===== config.mk =====
export PLATFORM = sky130hd
export DESIGN_NAME = ppsw_watchdog
export DESIGN_NICKNAME = d
export VERILOG_FILES = /design/src/rtl/ppsw_pkg.sv /design/src/rtl/ppsw_watchdog.sv
export SDC_FILE = /design/constraint.sdc
export NUM_CORES = 2
export LEC_CHECK = 0
export BUFFER_PORTS_ARGS = -buffer_cell sky130_fd_sc_hd__buf_2
export CORE_MARGIN = 8
export CORE_UTILIZATION = 36
export CTS_CLUSTER_DIAMETER = 40
export DETAILED_ROUTE_END_ITERATION = 8
export HOLD_SLACK_MARGIN = 0.03
export PLACE_DENSITY_LB_ADDON = 0.08
export SLEW_MARGIN = 20
export SYNTH_ARGS = -nofsm -noshare
export SYNTH_HDL_FRONTEND = slang
export SYNTH_SLANG_ARGS = --single-unit

===== constraint.sdc =====
create_clock -name clk -period 12.6 [get_ports clk]
set_input_delay 2.52 -clock clk [delete_from_list [all_inputs] [get_ports clk]]
set_output_delay 2.52 -clock clk [all_outputs]
set_load 0.05 [all_outputs]

===== src/rtl/ppsw_pkg.sv =====
// Package: shared constants and tables for the steering watchdog block.
package ppsw_pkg;

  localparam int unsigned WorldWidthDefault = 24;
  localparam int unsigned AtanIterDefault = 12;

  localparam int unsigned LimitQ16 = 21758;
  localparam int unsigned KSat = 524288;
  localparam int unsigned SweepCap = 2048;
  localparam int unsigned SweepYaw = 307;
  localparam int unsigned LookMin = 2048;
  localparam int unsigned LookMax = 9216;

  localparam logic [2:0] REG_MAX_SPEED = 3'd0;
  localparam logic [2:0] REG_MIN_SPEED = 3'd1;
  localparam logic [2:0] REG_CREEP_SPEED = 3'd2;
  localparam logic [2:0] REG_STRAIGHT_CREEP = 3'd3;
  localparam logic [2:0] REG_STUCK_CYCLES = 3'd4;
  localparam logic [2:0] REG_STUCK_DISTANCE = 3'd5;
  localparam logic [2:0] REG_LONG_WINDOW = 3'd6;
  localparam logic [2:0] REG_LONG_DISTANCE = 3'd7;

  localparam logic [1:0] MODE_PURSUIT = 2'd0;
  localparam logic [1:0] MODE_CREEP = 2'd1;
  localparam logic [1:0] MODE_SWEEP = 2'd2;
  localparam logic [1:0] MODE_STOP = 2'd3;

  // CORDIC angle table, Q16 radians
  function automatic logic [15:0] atan_entry(input logic [3:0] i);
    logic [15:0] r;
    begin
      case (i)
        4'd0: r = 16'd51472;
        4'd1: r = 16'd30386;
        4'd2: r = 16'd16055;
        4'd3: r = 16'd8150;
        4'd4: r = 16'd4091;
        4'd5: r = 16'd2047;
        4'd6: r = 16'd1024;
        4'd7: r = 16'd512;
        4'd8: r = 16'd256;
        4'd9: r = 16'd128;
        4'd10: r = 16'd64;
        4'd11: r = 16'd32;
        4'd12: r = 16'd16;
        4'd13: r = 16'd8;
        4'd14: r = 16'd4;
        default: r = 16'd2;
      endcase
      return r;
    end
  endfunction

endpackage


===== src/rtl/ppsw_watchdog.sv =====
// Module: short- and long-term no-progress watchdog with a stop latch.
module ppsw_watchdog import ppsw_pkg::*; #(
  parameter int unsigned WorldWidth = WorldWidthDefault
) (
  input  logic                         clk,
  input  logic                         rst,
  input  logic                         start,
  input  logic signed [WorldWidth-1:0] wx,
  input  logic signed [WorldWidth-1:0] wy,
  input  logic [7:0]                   stuck_cycles,
  input  logic [11:0]                  stuck_distance,
  input  logic [8:0]                   long_window,
  input  logic [11:0]                  long_distance,
  output logic                         busy,
  output logic                         stop_latched
);

  typedef enum logic [4:0] {
    W_IDLE  = 5'b00001,
    W_SHORT = 5'b00010,
    W_SCMP  = 5'b00100,
    W_LONG  = 5'b01000,
    W_LCMP  = 5'b10000
  } wstate_t;

  wstate_t state;
  logic anchor_valid, snap_valid;
  logic signed [WorldWidth-1:0] anchor_px, anchor_py, snap_px, snap_py;
  logic [7:0] anchor_age;
  logic [8:0] snap_age;
  logic signed [WorldWidth-1:0] ref_x, ref_y;
  logic signed [WorldWidth:0] dx, dy;
  logic [WorldWidth:0] adx, ady;
  logic [15:0] cx, cy;
  logic [32:0] d2;
  logic [23:0] thresh;

  // Shared distance unit: clamped axis differences, squared and summed
  assign ref_x = (state == W_SHORT) ? anchor_px : snap_px;
  assign ref_y = (state == W_SHORT) ? anchor_py : snap_py;
  assign dx = {wx[WorldWidth-1], wx} - {ref_x[WorldWidth-1], ref_x};
  assign dy = {wy[WorldWidth-1], wy} - {ref_y[WorldWidth-1], ref_y};
  assign adx = dx[WorldWidth] ? (WorldWidth+1)'(-dx) : (WorldWidth+1)'(dx);
  assign ady = dy[WorldWidth] ? (WorldWidth+1)'(-dy) : (WorldWidth+1)'(dy);
  assign cx = (adx > (WorldWidth+1)'(65535)) ? 16'hFFFF : adx[15:0];
  assign cy = (ady > (WorldWidth+1)'(65535)) ? 16'hFFFF : ady[15:0];

  logic [32:0] d2_reg;
  logic [23:0] thresh_reg;
  logic [7:0]  age_inc;
  logic [8:0]  snap_inc;
  assign age_inc = (anchor_age < 8'd255) ? anchor_age + 8'd1 : anchor_age;
  assign snap_inc = (snap_age < 9'd511) ? snap_age + 9'd1 : snap_age;
  assign d2 = 33'(cx * cx) + 33'(cy * cy);
  assign thresh = (state == W_SHORT) ? stuck_distance * stuck_distance
                                     : long_distance * long_distance;

  assign busy = (state != W_IDLE);

  // Sequence: short check (skipped while no anchor is held), then long check unless the short check latches a stop
  always_ff @(posedge clk) begin
    if (rst) begin
      state <= W_IDLE;
      stop_latched <= 1'b0;
      anchor_valid <= 1'b0;
      snap_valid <= 1'b0;
      anchor_age <= '0;
      snap_age <= '0;
      anchor_px <= '0;
      anchor_py <= '0;
      snap_px <= '0;
      snap_py <= '0;
    end else begin
      unique case (state)
        W_IDLE: begin
          if (start) begin
            if (!anchor_valid) begin
              anchor_px <= wx;
              anchor_py <= wy;
              anchor_valid <= 1'b1;
              anchor_age <= '0;
              state <= W_LONG;
            end else begin
              state <= W_SHORT;
            end
          end
        end
        W_SHORT: begin
          d2_reg <= d2;
          thresh_reg <= thresh;
          anchor_age <= age_inc;
          state <= W_SCMP;
        end
        W_SCMP: begin
          if (d2_reg >= 33'(thresh_reg)) begin
            anchor_px <= wx;
            anchor_py <= wy;
            anchor_age <= '0;
            state <= W_LONG;
          end else if (anchor_age > stuck_cycles) begin
            stop_latched <= 1'b1;
            state <= W_IDLE;
          end else begin
            state <= W_LONG;
          end
        end
        W_LONG: begin
          if (!snap_valid) begin
            snap_px <= wx;
            snap_py <= wy;
            snap_valid <= 1'b1;
            snap_age <= '0;
            state <= W_IDLE;
          end else begin
            snap_age <= snap_inc;
            d2_reg <= d2;
            thresh_reg <= thresh;
            state <= (snap_inc >= long_window) ? W_LCMP : W_IDLE;
          end
        end
        W_LCMP: begin
          if (d2_reg < 33'(thresh_reg)) begin
            stop_latched <= 1'b1;
          end else begin
            snap_px <= wx;
            snap_py <= wy;
            snap_age <= '0;
          end
          state <= W_IDLE;
        end
        default: state <= W_IDLE;
      endcase
    end
  end

endmodule


==> run summary <==
area share of fa/ha/maj cells after synthesis -> 0.453
number of cells on the worst hold path -> 2
cell area after placement -> 0.0405 mm2
P_leak -> 19.8 nW
count of unique library cells instantiated by Yosys -> 97
post-DR vias/cell -> 4.86
total CTS buffers -> 17
number of antenna violations at the first check in global routing -> 6
Mapped Nets -> 4851
total of hold buffers inserted after clock tree synthesis -> 0
Most Frequent Cell on Critical Path -> fa_1
filler cell count -> 9784
Worst IR Drop VDD -> 0.329 mV
tightest slew margin relative to the limit -> 0.264
setup slack of the most critical reg-to-reg path -> 0.55 ns
Final Net Count -> 5323
First-pass DRT Iterations -> 5
pin count of the biggest net entering global routing -> 88
count of standard-cell rows -> 114
library cell used as clock root buffer -> clkbuf_16
EDFF count, synth -> 56
critical-path cell with the highest stage delay -> fa_1
sum of overflow across all layers after global routing -> 0
CP Max Fanout -> 14
WP depth -> 40
R2R Path End -> d2_reg[32]
shortest clock period the worst path allows after layout -> 12.62 ns
clock-pin slew on the worst setup and hold paths -> 0.08 ns
Avg Cell Area, Syn -> 9.16 um2
area fraction in and, or, nand and nor cells after synthesis -> 0.140
dominant register cell in the synthesized netlist -> dfxtp_1
port buffer count -> 93
vias in the first global route -> 28504
Synth Area in Compound Gates -> 0.114
kind of cell adding the most delay to the critical path -> adder cells
HP Start -> anchor_py[7]
die extent in y -> 328 um
slew at the pin closest to its max-slew limit -> 1.09 ns
Tcrit/Tclk final -> 1.00
buffering stage count on the worst path with inverters included -> 5
maximum level of the CTS H-tree -> 4
Fin Clk Skew -> 0.0413 ns
largest stage delay on the critical path -> 0.57 ns
XOR/XNOR share of the synthesized area -> 0.0402
number of placed cells counting well taps -> 5523
detailed placer's ending HPWL -> 80300 um
CP Launch Type -> primary input
unrepaired setup endpoints after global routing -> true
die boundary width -> 328 um
number of primary I/O pins -> 94
max-slew violation total from the final report -> 0
cell count of the worst reg-to-reg path -> 43
clock latency of the later-clocked register in the worst-skew pair -> 0.53 ns
total wirelength of the detailed-routed design -> 95000 um
reported max-cap violation count -> 0
worst min path class -> reg2reg
result of the run -> complete, but fails checks
layout overhead on the synthesized area -> 20.0%
asr flop ratio synth -> 0
detailed router's first-iteration violation count -> 1319
synth warn -> 0
clock tree from TritonCTS -> yes
Max Fclk -> 79.2 MHz
Core ar. -> 0.0964 mm2
most used cells in the layout excluding fill and tap cells -> 652 x inv_1, 530 x fa_1, 492 x buf_4
synthesis-stage register bit count -> 177
final worst-path setup slack -> -0.0234 ns
wire length of the first global-routing pass -> 154000 um
data required time at the worst endpoint -> 12.85 ns
number of setup violations in the final report -> 1
clk buf depth -> 2
Sequential Area -> 0.00410 mm2
worst slack after detailed placement -> -0.779 ns
Die Outline Area -> 0.107 mm2
share of final-layout standard cells stronger than drive strength 1 -> 0.194
Netlist Area Pre-Place -> 0.0350 mm2
number of standard cells after synthesis -> 3818
flip-flop count of the largest register after layout -> 33
Final Cell Area -> 0.0420 mm2
Worst Hold Path EP -> anchor_py[7]
most frequent standard cell in the layout excluding fill and tap cells -> inv_1
type of the worst setup path -> in2reg
Multi-input gate area -> 0.0285 mm2
dominant combinational cell family by area after synthesis -> adder cells
data arrival at the endpoint of the critical path -> 12.88 ns
Final Hold Viols -> 0
source of the worst register-to-register timing path -> state[4]
type of destination of the critical path -> register
number of clock sinks -> 177
multiplexer share of the synthesized area -> 0.0449
post-route insts no fill -> 5582
total power density per cell area -> 216 mW/mm2
effective utilization at floorplan -> 0.363
critical path startpoint -> wx[1]
share of synthesized area occupied by flip-flops and latches -> 0.117
average routed wire per standard cell -> 17.0 um
final weighted congestion of routability-driven global placement -> 0.849
summed negative setup slack over all endpoints -> -0.0234 ns
total number of vias -> 27108
Tot GR Track Use -> 0.180
number of nets with antenna violations after routing -> 0
DRC viols -> 0
failing checks -> negative setup slack
routing by layer:
| metal | share of wire | up-vias | GRT usage | routed length, um |
|---|---|---|---|---|
| li1 | - | 13347 | - | - |
| met1 | 0.48 | 13318 | 0.249 | 45400 |
| met2 | 0.47 | 363 | 0.299 | 44600 |
| met3 | 0.033 | 78 | 0.0241 | 3130 |
| met4 | 0.020 | 2 | 0.0423 | 1900 |
| met5 | 0.00014 | - | 0 | 13 |
power breakdown:
part,total (mW),switching (mW),internal [mW]
combinational,7.57,4.00,3.58
clock,0.605,0.318,0.288
sequential,0.895,0.0112,0.884
total,9.08,4.33,4.75
logic make-up after synthesis:
group / Yosys count
DFF: 177
AOI/OAI and AO/OA: 616
buffers and inverters: 828
and+or+nand+nor: 941
adders and majority gates: 941
muxes: 156
xor gates and xnor gates: 159
Yosys cell counts (all sizes together) (7+ instances only):
master	instances	share of area
o31ai	13	0.0029
nor4	13	0.0023
a21o	61	0.013
a31oi	15	0.0029
edfxtp	56	0.048
o21a	76	0.016
nand2	188	0.020
or2	28	0.0050
dfxtp	121	0.069
nor3	58	0.0086
nor2	205	0.022
o41ai	7	0.0020
or3	16	0.0030
a21boi	11	0.0024
a211oi	17	0.0039
buf	34	0.0051
ha	398	0.14
a2111oi	8	0.0027
nand4	22	0.0039
and3	19	0.0034
xnor2	109	0.027
a21oi	134	0.019
xor2	49	0.012
inv	669	0.072
fa	543	0.31
o21bai	11	0.0024
nand2b	165	0.030
o211ai	13	0.0029
nor4b	7	0.0018
mux2i	151	0.043
and2	129	0.023
clkbuf	124	0.013
nand3	38	0.0054
o21ai	190	0.027
nor2b	27	0.0048
worst min-delay path: cells and delay by family (launching register included):
kind          cells  cell delay [ns]
mux               1             0.06
simple gates      1             0.06
flops             1             0.31
stage by stage:
stage                util  hold slack, ns  power [mW]
floorplan               -           0.448        5.39
global placement    0.420           0.460        7.94
detailed placement  0.420           0.465        7.96
CTS                 0.428           0.478        8.72
global route        0.435           0.491        9.98
finish              0.435           0.476        9.08
layout make-up:
type / instances / share of cell area
multi-input cells: 2813 / 0.680
repair buffers: 611 / 0.110
flip-flops and latches: 177 / 0.0978
inverters: 670 / 0.0600
well taps: 1276 / 0.0380
clock buffers: 18 / 0.0102
clock inverters: 14 / 0.00432
diodes: 3 / 0.000179
worst max-delay path by stage:
stage	endpoint	slack [ns]
2_1_floorplan	d2_reg[32]	-0.04
3_3_place_gp	d2_reg[32]	-0.67
3_5_place_dp	d2_reg[32]	-0.78
4_1_cts	d2_reg[32]	-0.09
5_1_grt	d2_reg[32]	-0.40
6_report	d2_reg[32]	-0.02
timing repair:
item | 4_1_cts | 5_1_grt
setup buffers | 6 | 17
gates cloned | 1 | 1
endpoints found under the setup margin | 3 | 15
pin swaps | 5 | 57
gates resized for setup | 21 | 131
hold endpoints to repair | 0 | 0
Power figures use the tool's default switching activity.
