===== src/rtl/ppsw_pkg.sv =====
// Package: shared constants and tables for the steering watchdog block.
package ppsw_pkg;

  localparam int unsigned WorldWidthDefault = 24;
  localparam int unsigned AtanIterDefault = 12;

  localparam int unsigned LimitQ16 = 21758;
  localparam int unsigned KSat = 524288;
  localparam int unsigned SweepCap = 2048;
  localparam int unsigned SweepYaw = 307;
  localparam int unsigned LookMin = 2048;
  localparam int unsigned LookMax = 9216;

  localparam logic [2:0] REG_MAX_SPEED = 3'd0;
  localparam logic [2:0] REG_MIN_SPEED = 3'd1;
  localparam logic [2:0] REG_CREEP_SPEED = 3'd2;
  localparam logic [2:0] REG_STRAIGHT_CREEP = 3'd3;
  localparam logic [2:0] REG_STUCK_CYCLES = 3'd4;
  localparam logic [2:0] REG_STUCK_DISTANCE = 3'd5;
  localparam logic [2:0] REG_LONG_WINDOW = 3'd6;
  localparam logic [2:0] REG_LONG_DISTANCE = 3'd7;

  localparam logic [1:0] MODE_PURSUIT = 2'd0;
  localparam logic [1:0] MODE_CREEP = 2'd1;
  localparam logic [1:0] MODE_SWEEP = 2'd2;
  localparam logic [1:0] MODE_STOP = 2'd3;

  // CORDIC angle table, Q16 radians
  function automatic logic [15:0] atan_entry(input logic [3:0] i);
    logic [15:0] r;
    begin
      case (i)
        4'd0: r = 16'd51472;
        4'd1: r = 16'd30386;
        4'd2: r = 16'd16055;
        4'd3: r = 16'd8150;
        4'd4: r = 16'd4091;
        4'd5: r = 16'd2047;
        4'd6: r = 16'd1024;
        4'd7: r = 16'd512;
        4'd8: r = 16'd256;
        4'd9: r = 16'd128;
        4'd10: r = 16'd64;
        4'd11: r = 16'd32;
        4'd12: r = 16'd16;
        4'd13: r = 16'd8;
        4'd14: r = 16'd4;
        default: r = 16'd2;
      endcase
      return r;
    end
  endfunction

endpackage


===== src/rtl/ppsw_divider.sv =====
// Module: restoring unsigned divider, one quotient bit per cycle.
module ppsw_divider import ppsw_pkg::*; #(
  parameter int unsigned NumWidth = 48,
  parameter int unsigned DenWidth = 34
) (
  input  logic                clk,
  input  logic                rst,
  input  logic                start,
  input  logic [NumWidth-1:0] numer,
  input  logic [DenWidth-1:0] denom,
  output logic                done,
  output logic [NumWidth-1:0] quot
);

  localparam int unsigned CntWidth = $clog2(NumWidth + 1);

  logic [DenWidth:0]   rem;
  logic [DenWidth:0]   rem_shift;
  logic [NumWidth-1:0] q;
  logic [CntWidth-1:0] count;
  logic                busy;

  assign rem_shift = {rem[DenWidth-1:0], q[NumWidth-1]};

  // Shift one numerator bit in, subtract when the remainder allows
  always_ff @(posedge clk) begin
    if (rst) begin
      busy <= 1'b0;
      done <= 1'b0;
      count <= '0;
    end else begin
      done <= 1'b0;
      if (start) begin
        busy <= 1'b1;
        count <= CntWidth'(NumWidth);
        q <= numer;
        rem <= '0;
      end else if (busy) begin
        if (rem_shift >= {1'b0, denom}) begin
          rem <= rem_shift - {1'b0, denom};
          q <= {q[NumWidth-2:0], 1'b1};
        end else begin
          rem <= rem_shift;
          q <= {q[NumWidth-2:0], 1'b0};
        end
        count <= count - 1'b1;
        if (count == CntWidth'(1)) begin
          busy <= 1'b0;
          done <= 1'b1;
        end
      end
    end
  end

  assign quot = q;

endmodule


===== config.mk =====
export PLATFORM = sky130hd
export DESIGN_NAME = ppsw_divider
export DESIGN_NICKNAME = d
export VERILOG_FILES = /design/src/rtl/ppsw_pkg.sv /design/src/rtl/ppsw_divider.sv
export SDC_FILE = /design/constraint.sdc
export NUM_CORES = 1
export LEC_CHECK = 0
export BUFFER_PORTS_ARGS = -buffer_cell sky130_fd_sc_hd__buf_2
export CELL_PAD_IN_SITES_DETAIL_PLACEMENT = 1
export CELL_PAD_IN_SITES_GLOBAL_PLACEMENT = 1
export CORE_MARGIN = 1
export CORE_UTILIZATION = 38
export DETAILED_ROUTE_END_ITERATION = 6
export HOLD_SLACK_MARGIN = 0.06
export PLACE_DENSITY = 0.81
export SYNTH_ARGS = -nofsm -noshare
export SYNTH_HDL_FRONTEND = slang
export SYNTH_SLANG_ARGS = --single-unit

===== constraint.sdc =====
create_clock -name clk -period 6.5 [get_ports clk]
set_clock_uncertainty 0.15 [all_clocks]
set_input_delay 0.975 -clock clk [delete_from_list [all_inputs] [get_ports clk]]
set_output_delay 0.975 -clock clk [all_outputs]
set_load 0.01 [all_outputs]

==> results of run 1 <==
==> state kept, by name, summed over array words and instances, names as in the netlist <==
| signal | count |
|---|---|
| count | 6 |
| busy | 1 |
| quot | 48 |
| done | 1 |
| rem | 34 |
==> metrics by stage <==
stage,total power [uW],hold slack [ns],setup slack (ns),area (um^2),instances
floorplan,1090,0.319,0.852,6000,602
global placement,1220,0.339,2.15,6860,920
detailed placement,1240,0.354,1.99,6860,920
CTS,1810,0.394,2.35,7180,936
global route,1890,0.426,2.08,7180,936
finish,1800,0.378,2.36,7180,936
==> worst paths after layout <==
| check | to | slack [ns] | cells past startpoint | from |
|---|---|---|---|---|
| worst max-delay path | rem[30] | 2.36 | 12 | denom[4] |
| worst min-delay path | count[1] | 0.38 | 2 | count[1] |
| worst max register to register | rem[30] | 2.65 | 10 | rem[3] |
| worst min register to register | count[1] | 0.38 | 2 | count[1] |
==> cell usage in the layout, fill, tap and decap left out, types with 9 or more instances in the layout <==
| master | n |
|---|---|
| nand2_1 | 23 |
| inv_1 | 50 |
| edfxtp_1 | 82 |
| buf_2 | 133 |
| nor3_1 | 21 |
| a211oi_1 | 13 |
| ha_1 | 36 |
| o21ai_0 | 39 |
| nand3_1 | 30 |
| xnor2_1 | 22 |
| a21o_1 | 10 |
| clkbuf_16 | 9 |
| a21oi_1 | 58 |
| nand4_1 | 10 |
| nor2_1 | 33 |
| mux2_2 | 48 |
==> tightest hold or removal path, stage by stage (launching register included) <==
cell and delay (ns):
dfxtp_1 0.32, nor2_1 0.09, a2111oi_0 0.06
==> routing by layer <==
| layer | vias to the layer above | global-route usage (%) | wire (um) |
|---|---|---|---|
| li1 | 2483 | - | - |
| met1 | 2469 | 26.5 | 7400 |
| met2 | 143 | 39.2 | 8590 |
| met3 | 26 | 5.84 | 1070 |
| met4 | 2 | 7.82 | 336 |
| met5 | - | 0 | 12 |
==> logic make-up (layout without fill, tap and decap cells) <==
logic type	count (synthesis)	after routing	synth area share (%)
AO/OA/AOI/OAI	171	171	18.0
AND/OR/NAND/NOR	147	147	12.1
flip-flops	90	90	43.7
buffers and inverters	82	205	5.36
multiplexers	48	48	9.01
adder cells (fa/ha/maj)	37	37	7.84
XOR/XNOR	27	27	3.94
==> where the power goes <==
part | switching, uW | internal, uW
clock | 249 | 314
combinational | 297 | 213
sequential | 27.8 | 696
total | 574 | 1220
==> final cells by class <==
cell class	count	area, um^2	share of cell area (%)
multi-input cells	430	3060	42.7
well taps	211	264	3.68
inverters	50	188	2.62
clock buffers	10	239	3.33
repair buffers	139	723	10.1
flip-flops and latches	90	2620	36.5
clock inverters	6	75.1	1.05
==> flow_summary.ini, run 1 <==
[global_route]
grt_pass1_wl_um = 28500
globalRoute.totalOverflow = 0
antenna_found_initial = 1
track_usage_pct = 22.4
grt_max_degree = 88
grt_pass1_vias = 5601

[hold_path]
worstHoldPathType = reg2reg

[floorplan]
io_pins = 134
start_util_pct = 39.2
num_rows = 45
die_y_um = 128
die_area_mm2 = 0.0163
die_x_um = 128
core_area_mm2 = 0.0153

[clock_tree]
numCtsBuffers = 9
cts_tree = done
cts-resized-gates = 0
htreeDepth = 3
cts_sinks = 90
cts_buffer_depth = 2
ctsHoldBuffers = 0
post_cts_buffers = 0
clock_latency_ns = 0.35
root_buffer = clkbuf_16
cts.clk_slew.worst_paths_ns = 0.07

[setup_path]
path_buf_inv = 3
required_ns = 6.46
slowest_delay_ns = 0.53
crit_path_cell_trace = buf_2, inv_1, ha_1, nand2_2, a211oi_2, o21ai_1, a2111o_1, a21o_1, a211oi_2, buf_4, nor2_2, o311a_1
crit_family = compound AO/OA/AOI/OAI gates
crit_path_max_fanout = 22
worst_ep_arrival_time_ns = 4.10
startpoint_type = primary input
crit_path_end_kind = flip-flop
critPathSlowestCell = a211oi_2
crit_top_cell = a211oi_2
worstSetupPathType = in2reg

[detailed_routing]
drtAntennaViolNets = 0
drt_iter0_markers = 198
wl_um = 17400
vias = 5123
viasPerCell = 5.47
drc = 0
route.detailed.wl_per_inst_um = 18.6
drtPass1Iterations = 4

[power]
ir_worst_vdd_uv = 119
power_density_mw_per_mm2 = 250
power.leakage_uw = 0.00292

[timing]
relSlewSlack_pct = 25.6
finalHoldViolCount = 0
max_freq_mhz = 242
drv_slew = 0
worst_slew_pin_slew_ns = 1.11
final.min_clock_period_ns = 4.14
period_share_pct = 63.7
rsz0062_at_grt = false
setup_viol = 0
fin_tns_setup_ns = 0

[synth]
synth_cell_types = 60
synth_area_mm2 = 0.00600
yosysSeqAreaShare_pct = 43.7
yosysWarnings = 0
synth_edf_count = 82
synthFlopType = edfxtp_1
yosysTopAreaCellShare_pct = 41.0
synth_top_area_cell = edfxtp_1
ys_top_cells_by_area = edfxtp_1, mux2_2, ha_1, a21oi_1, o21ai_0
synthArstFlopShare_pct = 0
synth.most_common_cell = edfxtp_1
syn-instance-count = 602
postSynthAreaPerCell_um2 = 9.97
synth_seq_cells = 90
synth_commonest_cells = edfxtp_1, a21oi_1, inv_1, mux2_2, o21ai_0
syn_nets = 724

[placement]
place.gp.congestion = 0.849
hpwlAfterDp_um = 12900
portBuffers = 133

[final_layout]
drive_gt1_share_pct = 29.1
final_net_count = 842
area.growth.synth_to_final_pct = 19.6
diodes = 0
fin_util_pct = 46.9
num-fill-cells = 1820

[run]
cap_viol_max_count = 0

[status]
status = completed
(Power assumes the default switching activity.)
==> run 2, diff against run 1 <==
--- a/config.mk
+++ b/config.mk
@@ -5,6 +5,7 @@
 export SDC_FILE = /design/constraint.sdc
 export NUM_CORES = 1
 export LEC_CHECK = 0
+export ABC_AREA = 1
 export BUFFER_PORTS_ARGS = -buffer_cell sky130_fd_sc_hd__buf_2
 export CELL_PAD_IN_SITES_DETAIL_PLACEMENT = 1
 export CELL_PAD_IN_SITES_GLOBAL_PLACEMENT = 1
@@ -12,7 +13,7 @@
 export CORE_UTILIZATION = 38
 export DETAILED_ROUTE_END_ITERATION = 6
 export HOLD_SLACK_MARGIN = 0.06
-export PLACE_DENSITY = 0.81
+export PLACE_DENSITY = 0.85
 export SYNTH_ARGS = -nofsm -noshare
 export SYNTH_HDL_FRONTEND = slang
 export SYNTH_SLANG_ARGS = --single-unit
==> constraint.sdc (replaced) <==
create_clock -name clk -period 3.85 [get_ports clk]
set_clock_uncertainty 0.15 [all_clocks]
set_input_delay 0.5775 -clock clk [delete_from_list [all_inputs] [get_ports clk]]
set_output_delay 0.5775 -clock clk [all_outputs]
set_load 0.01 [all_outputs]
==> run 2 against run 1 <==
Synthesized cell count grew 63%. Area after synthesis grew 14%. Utilization shrank 1.1 points. Hold slack lost 0.037 ns. Worst setup slack lost 1.4 ns. Power grew 72%. Design area grew 12%. Combinational power grew 92%. Die area grew 14%. Critical path depth is the same. Critical path type is now reg2reg.
==> flow_summary.ini, run 2 <==
[clock_tree]
cts-resized-gates = 0
ctsHoldBuffers = 0
cts_tree = done
cts.clk_slew.worst_paths_ns = 0.08
post_cts_buffers = 0
cts_buffer_depth = 2
numCtsBuffers = 9
htreeDepth = 3
root_buffer = clkbuf_16
clock_latency_ns = 0.36
cts_sinks = 90

[floorplan]
start_util_pct = 39.2
die_area_mm2 = 0.0186
die_y_um = 136
core_area_mm2 = 0.0175
die_x_um = 136
io_pins = 134
num_rows = 48

[placement]
place.gp.congestion = 0.891
portBuffers = 133
hpwlAfterDp_um = 15500

[synth]
synth_cell_types = 40
synth-simple-area-share_pct = 35.7
synth.most_common_cell = nand2_1
syn_nets = 1106
syn-instance-count = 984
yosysTopAreaCellShare_pct = 35.9
synth_top_area_cell = edfxtp_1
synth_seq_cells = 90
synth_xor_area_share_pct = 2.30
yosysWarnings = 0
synth_edf_count = 82
synthFlopType = edfxtp_1
synth_commonest_cells = nand2_1, inv_1, nor2_1, edfxtp_1, ha_1
yosysSeqAreaShare_pct = 38.3
synth_area_mm2 = 0.00685
postSynthAreaPerCell_um2 = 6.97
synth_mux_area_share_pct = 0
synth_top_family_by_area = simple AND/OR/NAND/NOR gates
synth-compound-area-share_pct = 6.02
ys_top_cells_by_area = edfxtp_1, nand2_1, inv_1, ha_1, nor2_1
synthArstFlopShare_pct = 0
synth_adder_area_share_pct = 6.86

[power]
ir_worst_vdd_uv = 238
power_density_mw_per_mm2 = 387
power.leakage_uw = 0.00428

[final_layout]
drive_gt1_share_pct = 18.0
diodes = 0
largest_reg_flops = 48
final_net_count = 1233
area.growth.synth_to_final_pct = 16.8
final_cell_mix = nand2_1, inv_1, buf_2
fin_util_pct = 45.8
final_common_cell = nand2_1

[setup_path]
crit_path_max_fanout = 44
startpoint_type = flip-flop
crit_path_end_kind = flip-flop
worstSetupPathType = reg2reg
r2r_setup_slack_ns = 0.99
worst_ep_arrival_time_ns = 2.82
required_ns = 3.81

[detailed_routing]
route.detailed.wl_per_inst_um = 14.7
drc = 0
wl_um = 19700
viasPerCell = 4.80
drtPass1Iterations = 4
drt_iter0_markers = 243
vias = 6440
drtAntennaViolNets = 0

[timing]
final.min_clock_period_ns = 2.86
max_freq_mhz = 350
worst_slew_pin_slew_ns = 0.677
finalHoldViolCount = 0
relSlewSlack_pct = 54.9
fin_tns_setup_ns = 0
setup_viol = 0
rsz0062_at_grt = false
drv_slew = 0
period_share_pct = 74.2

[hold_path]
worstHoldPathType = in2reg

[global_route]
antenna_found_initial = 1
grt_pass1_vias = 6704
globalRoute.totalOverflow = 0
track_usage_pct = 22.7
grt_pass1_wl_um = 32900
grt_max_degree = 71

[status]
status = completed

[run]
cap_viol_max_count = 0
## run 2: worst paths after layout
check	start	end	depth (start not counted)
min	numer[25]	quot[25]	3
max	rem[13]	rem[16]	12
max reg2reg	rem[13]	rem[16]	12
min reg2reg	count[0]	count[0]	2
## run 2: final cells by class
| class | instances | area, um^2 |
|---|---|---|
| Tap cell | 225 | 282 |
| Timing Repair Buffer | 137 | 708 |
| Clock buffer | 9 | 225 |
| Inverter | 159 | 602 |
| Multi-Input combinational cell | 714 | 3500 |
| Sequential cell | 90 | 2620 |
| Clock inverter | 7 | 65.1 |
| Fill cell | 2313 | 9470 |
## run 2: routing by layer
metal / share of wire [%] / GRT usage (%) / up-vias
li1: - / - / 3299
met1: 45 / 28.0 / 2983
met2: 48 / 40.2 / 135
met3: 5.1 / 4.55 / 23
met4: 1.5 / 5.25 / 0
met5: 0 / 0 / -
## run 2: worst max-delay path: stages (launching register included)
cell and delay [ns]:
edfxtp_1 0.41, ha_1 0.41, nand2_1 0.12, inv_1 0.10
nand2_2 0.09, inv_2 0.07, nand3_1 0.11, nor3_1 0.31
a21oi_2 0.19, nand2_8 0.30, inv_6 0.17, nor2_2 0.11
nor2_1 0.06
## run 2: logic make-up after synthesis
group,Yosys count
buffers and inverters,180
flip-flops,90
AND/OR/NAND/NOR,593
XOR/XNOR,18
AO/OA/AOI/OAI,66
adder cells (fa/ha/maj),37
## run 2: through the flow
stage / setup slack (ns) / power [uW] / cell area (um^2) / instances / hold slack [ns]
after floorplan: 0.117 / 1950 / 6860 / 984 / 0.307
after global placement: 0.783 / 2190 / 7710 / 1325 / 0.323
after detailed placement: 0.716 / 2230 / 7710 / 1325 / 0.352
after CTS: 0.979 / 3120 / 8000 / 1341 / 0.330
after global routing: 0.779 / 3290 / 8000 / 1341 / 0.341
final: 0.992 / 3100 / 8000 / 1341 / 0.341
## run 2: power by group
| part | switching, uW | internal (uW) |
|---|---|---|
| Clock | 443 | 451 |
| Sequential | 47.0 | 1170 |
| Combinational | 636 | 345 |
| Total | 1130 | 1970 |
==> run 3, diff against run 2 <==
--- a/config.mk
+++ b/config.mk
@@ -10,10 +10,10 @@
 export CELL_PAD_IN_SITES_DETAIL_PLACEMENT = 1
 export CELL_PAD_IN_SITES_GLOBAL_PLACEMENT = 1
 export CORE_MARGIN = 1
-export CORE_UTILIZATION = 38
+export CORE_UTILIZATION = 36
 export DETAILED_ROUTE_END_ITERATION = 6
 export HOLD_SLACK_MARGIN = 0.06
-export PLACE_DENSITY = 0.85
+export PLACE_DENSITY = 0.84
 export SYNTH_ARGS = -nofsm -noshare
 export SYNTH_HDL_FRONTEND = slang
 export SYNTH_SLANG_ARGS = --single-unit
==> constraint.sdc (replaced) <==
create_clock -name clk -period 2.33 [get_ports clk]
set_clock_uncertainty 0.15 [all_clocks]
set_input_delay 0.3495 -clock clk [delete_from_list [all_inputs] [get_ports clk]]
set_output_delay 0.3495 -clock clk [all_outputs]
set_load 0.01 [all_outputs]
==> run 3 against run 2 <==
The run now ends with setup timing left. Largest cell class unchanged. Non-clock buffer count rose by 181. Critical path type unchanged. Sequential power rose by 68%. Critical path depth rose by 2. Register-to-register slack got worse by 1.3 ns. Final cell count rose by 14%. Clock-buffer cell count did not move. Design area rose by 31%. Global-route usage rose by 5.7 points. Via count rose by 26%. Sequential share of layout area fell by 7.8 points. Wire length rose by 58%. Clock power rose by 100%. Largest power group is now combinational cells.
==> flow_summary.ini, run 3 (synthesized netlist as in run 2, its figures left out) <==
[status]
status = complete, but fails checks
violations = setup timing

[detailed_routing]
drtPass1Iterations = 5
route.detailed.wl_per_inst_um = 20.3
viasPerCell = 5.29
drt_iter0_markers = 468
wl_um = 31100
drtAntennaViolNets = 0
drc = 0
vias = 8106

[power]
p_int_uw = 4260
ir_worst_vdd_uv = 393
combPwrFrac_pct = 42.7
power.leakage_uw = 0.00536
finalPower_uw = 6750
seqPwrFrac_pct = 30.4
p_switching_uw = 2490
clockPowerShare_pct = 26.9
power_density_mw_per_mm2 = 643
p_sw_share_pct = 36.8

[hold_path]
worstHoldPathType = in2reg
holdPathEnd = count[4]
min_delay_path_depth = 2
hold_start = rst

[setup_path]
r2r_cells = 14
crit_path_cell_trace = ha_4, nand2_1, nor2_1, inv_1, nor2_1, nand2_2, nand2_4, nand2_2, nand2_1, nand2_1, nand2_1, nand2_1, nand2_1, nor2_1
crit_path_max_fanout = 4
critPathSlowestCell = edfxtp_1
crit_top_cell = nand2_1
required_ns = 2.30
r2r-end = rem[22]
worstSetupPathType = reg2reg
worst_ep_arrival_time_ns = 2.63
r2r-start = rem[6]
slowest_delay_ns = 0.48
crit_path_end_kind = flip-flop
r2r_setup_slack_ns = -0.34
startpoint_type = flip-flop

[timing]
final.min_clock_period_ns = 2.67
rsz0062_at_grt = true
setup_viol = 34
finalHoldViolCount = 0
worst_slew_pin_slew_ns = 0.715
period_share_pct = 115
max_freq_mhz = 375
setup_ws_ns = -0.338
fin_tns_setup_ns = -7.77
relSlewSlack_pct = 52.4
drv_slew = 0
holdWs_ns = 0.104

[clock_tree]
cts.clk_slew.worst_paths_ns = 0.08
cts_buffer_depth = 2
ctsHoldBuffers = 0
clock_latency_ns = 0.36
numCtsBuffers = 9
cts_sinks = 90
root_buffer = clkbuf_16
cts_tree = done
htreeDepth = 3

[global_route]
grt_pass1_wl_um = 43400
globalRoute.totalOverflow = 0
track_usage_pct = 28.4
grt_pass1_vias = 8435
grt_max_degree = 71
antenna_found_initial = 0

[final_layout]
final_net_count = 1415
largest_reg_flops = 48
final_cell_mix = nand2_1, buf_4, inv_1
multi_input_comb_area_mm2 = 0.00444
num-fill-cells = 2316
seqCellArea_mm2 = 0.00262
diodes = 0
drive_gt1_share_pct = 42.4
area.growth.synth_to_final_pct = 53.1
final_common_cell = nand2_1

[floorplan]
die_x_um = 140
io_pins = 134
die_y_um = 140
core_area_mm2 = 0.0187
num_rows = 50
die_area_mm2 = 0.0196
start_util_pct = 36.6

[placement]
place.gp.congestion = 0.909
hpwlAfterDp_um = 17700
place_ws_ns = -0.270
portBuffers = 133

[run]
cap_viol_max_count = 0
## run 3: changes by cell type in the layout (fill, tap and decap cells not counted), sizes merged
cell / change
buf: +181
bufinv: +3
clkinv: -2
clkinvlp: -1
nand2: +1
## run 3: metrics by stage
step	instances	util [%]	instance area (um^2)
2_1_floorplan	984	-	6890
4_1_cts	1509	53.0	9920
6_report	1532	56.1	10500
5_1_grt	1532	56.1	10500
3_3_place_gp	1467	46.8	8760
3_5_place_dp	1467	46.8	8760
## run 3: worst max-delay path by stage
stage	start	end	slack [ns]	cells after the start
2_1_floorplan	start	quot[0]	-0.15	3
3_3_place_gp	denom[23]	rem[10]	-0.23	14
3_5_place_dp	denom[15]	rem[11]	-0.27	14
4_1_cts	quot[47]	rem[30]	-0.09	17
5_1_grt	rem[7]	rem[22]	-0.43	14
6_report	rem[6]	rem[22]	-0.34	14
## run 3: power by group through the flow
stage / Combinational (uW) / Sequential, uW / Clock, uW
3_3_place_gp: 1990 / 2050 / 0
5_1_grt: 3060 / 2060 / 1870
6_report: 2890 / 2050 / 1820
3_5_place_dp: 2070 / 2050 / 0
4_1_cts: 2400 / 2040 / 1820
2_1_floorplan: 1170 / 2060 / 0
## run 3: worst max-delay path: cells and delay by family, from the launching register on
family	cells	cell delay, ns
buffers and inverters	1	0.12
adders and majority gates	1	0.34
DFF	1	0.48
and+or+nand+nor	12	1.31
## run 3: area by class of cell
cell class | count | area share, %
clock buffer | 9 | 2.15
clock inverter | 7 | 1.17
inverter | 159 | 5.87
sequential | 90 | 25.0
tap | 234 | 2.79
multi-input combinational | 715 | 42.3
timing repair buffer | 318 | 20.7
## run 3: routing by layer
layer,track usage (%),share of wire (%),up-vias
met5,0,0,-
met4,12.4,5.6,0
met3,4.03,6.0,125
met2,52.7,50,374
met1,32.2,39,3954
li1,-,-,3653
## run 3: repair_timing
| action | CTS | global route |
|---|---|---|
| pin swaps | 16 | 48 |
| setup endpoints to repair | 35 | 35 |
| gates cloned | 2 | 0 |
| gates resized for setup | 100 | 113 |
| setup buffers | 24 | 23 |
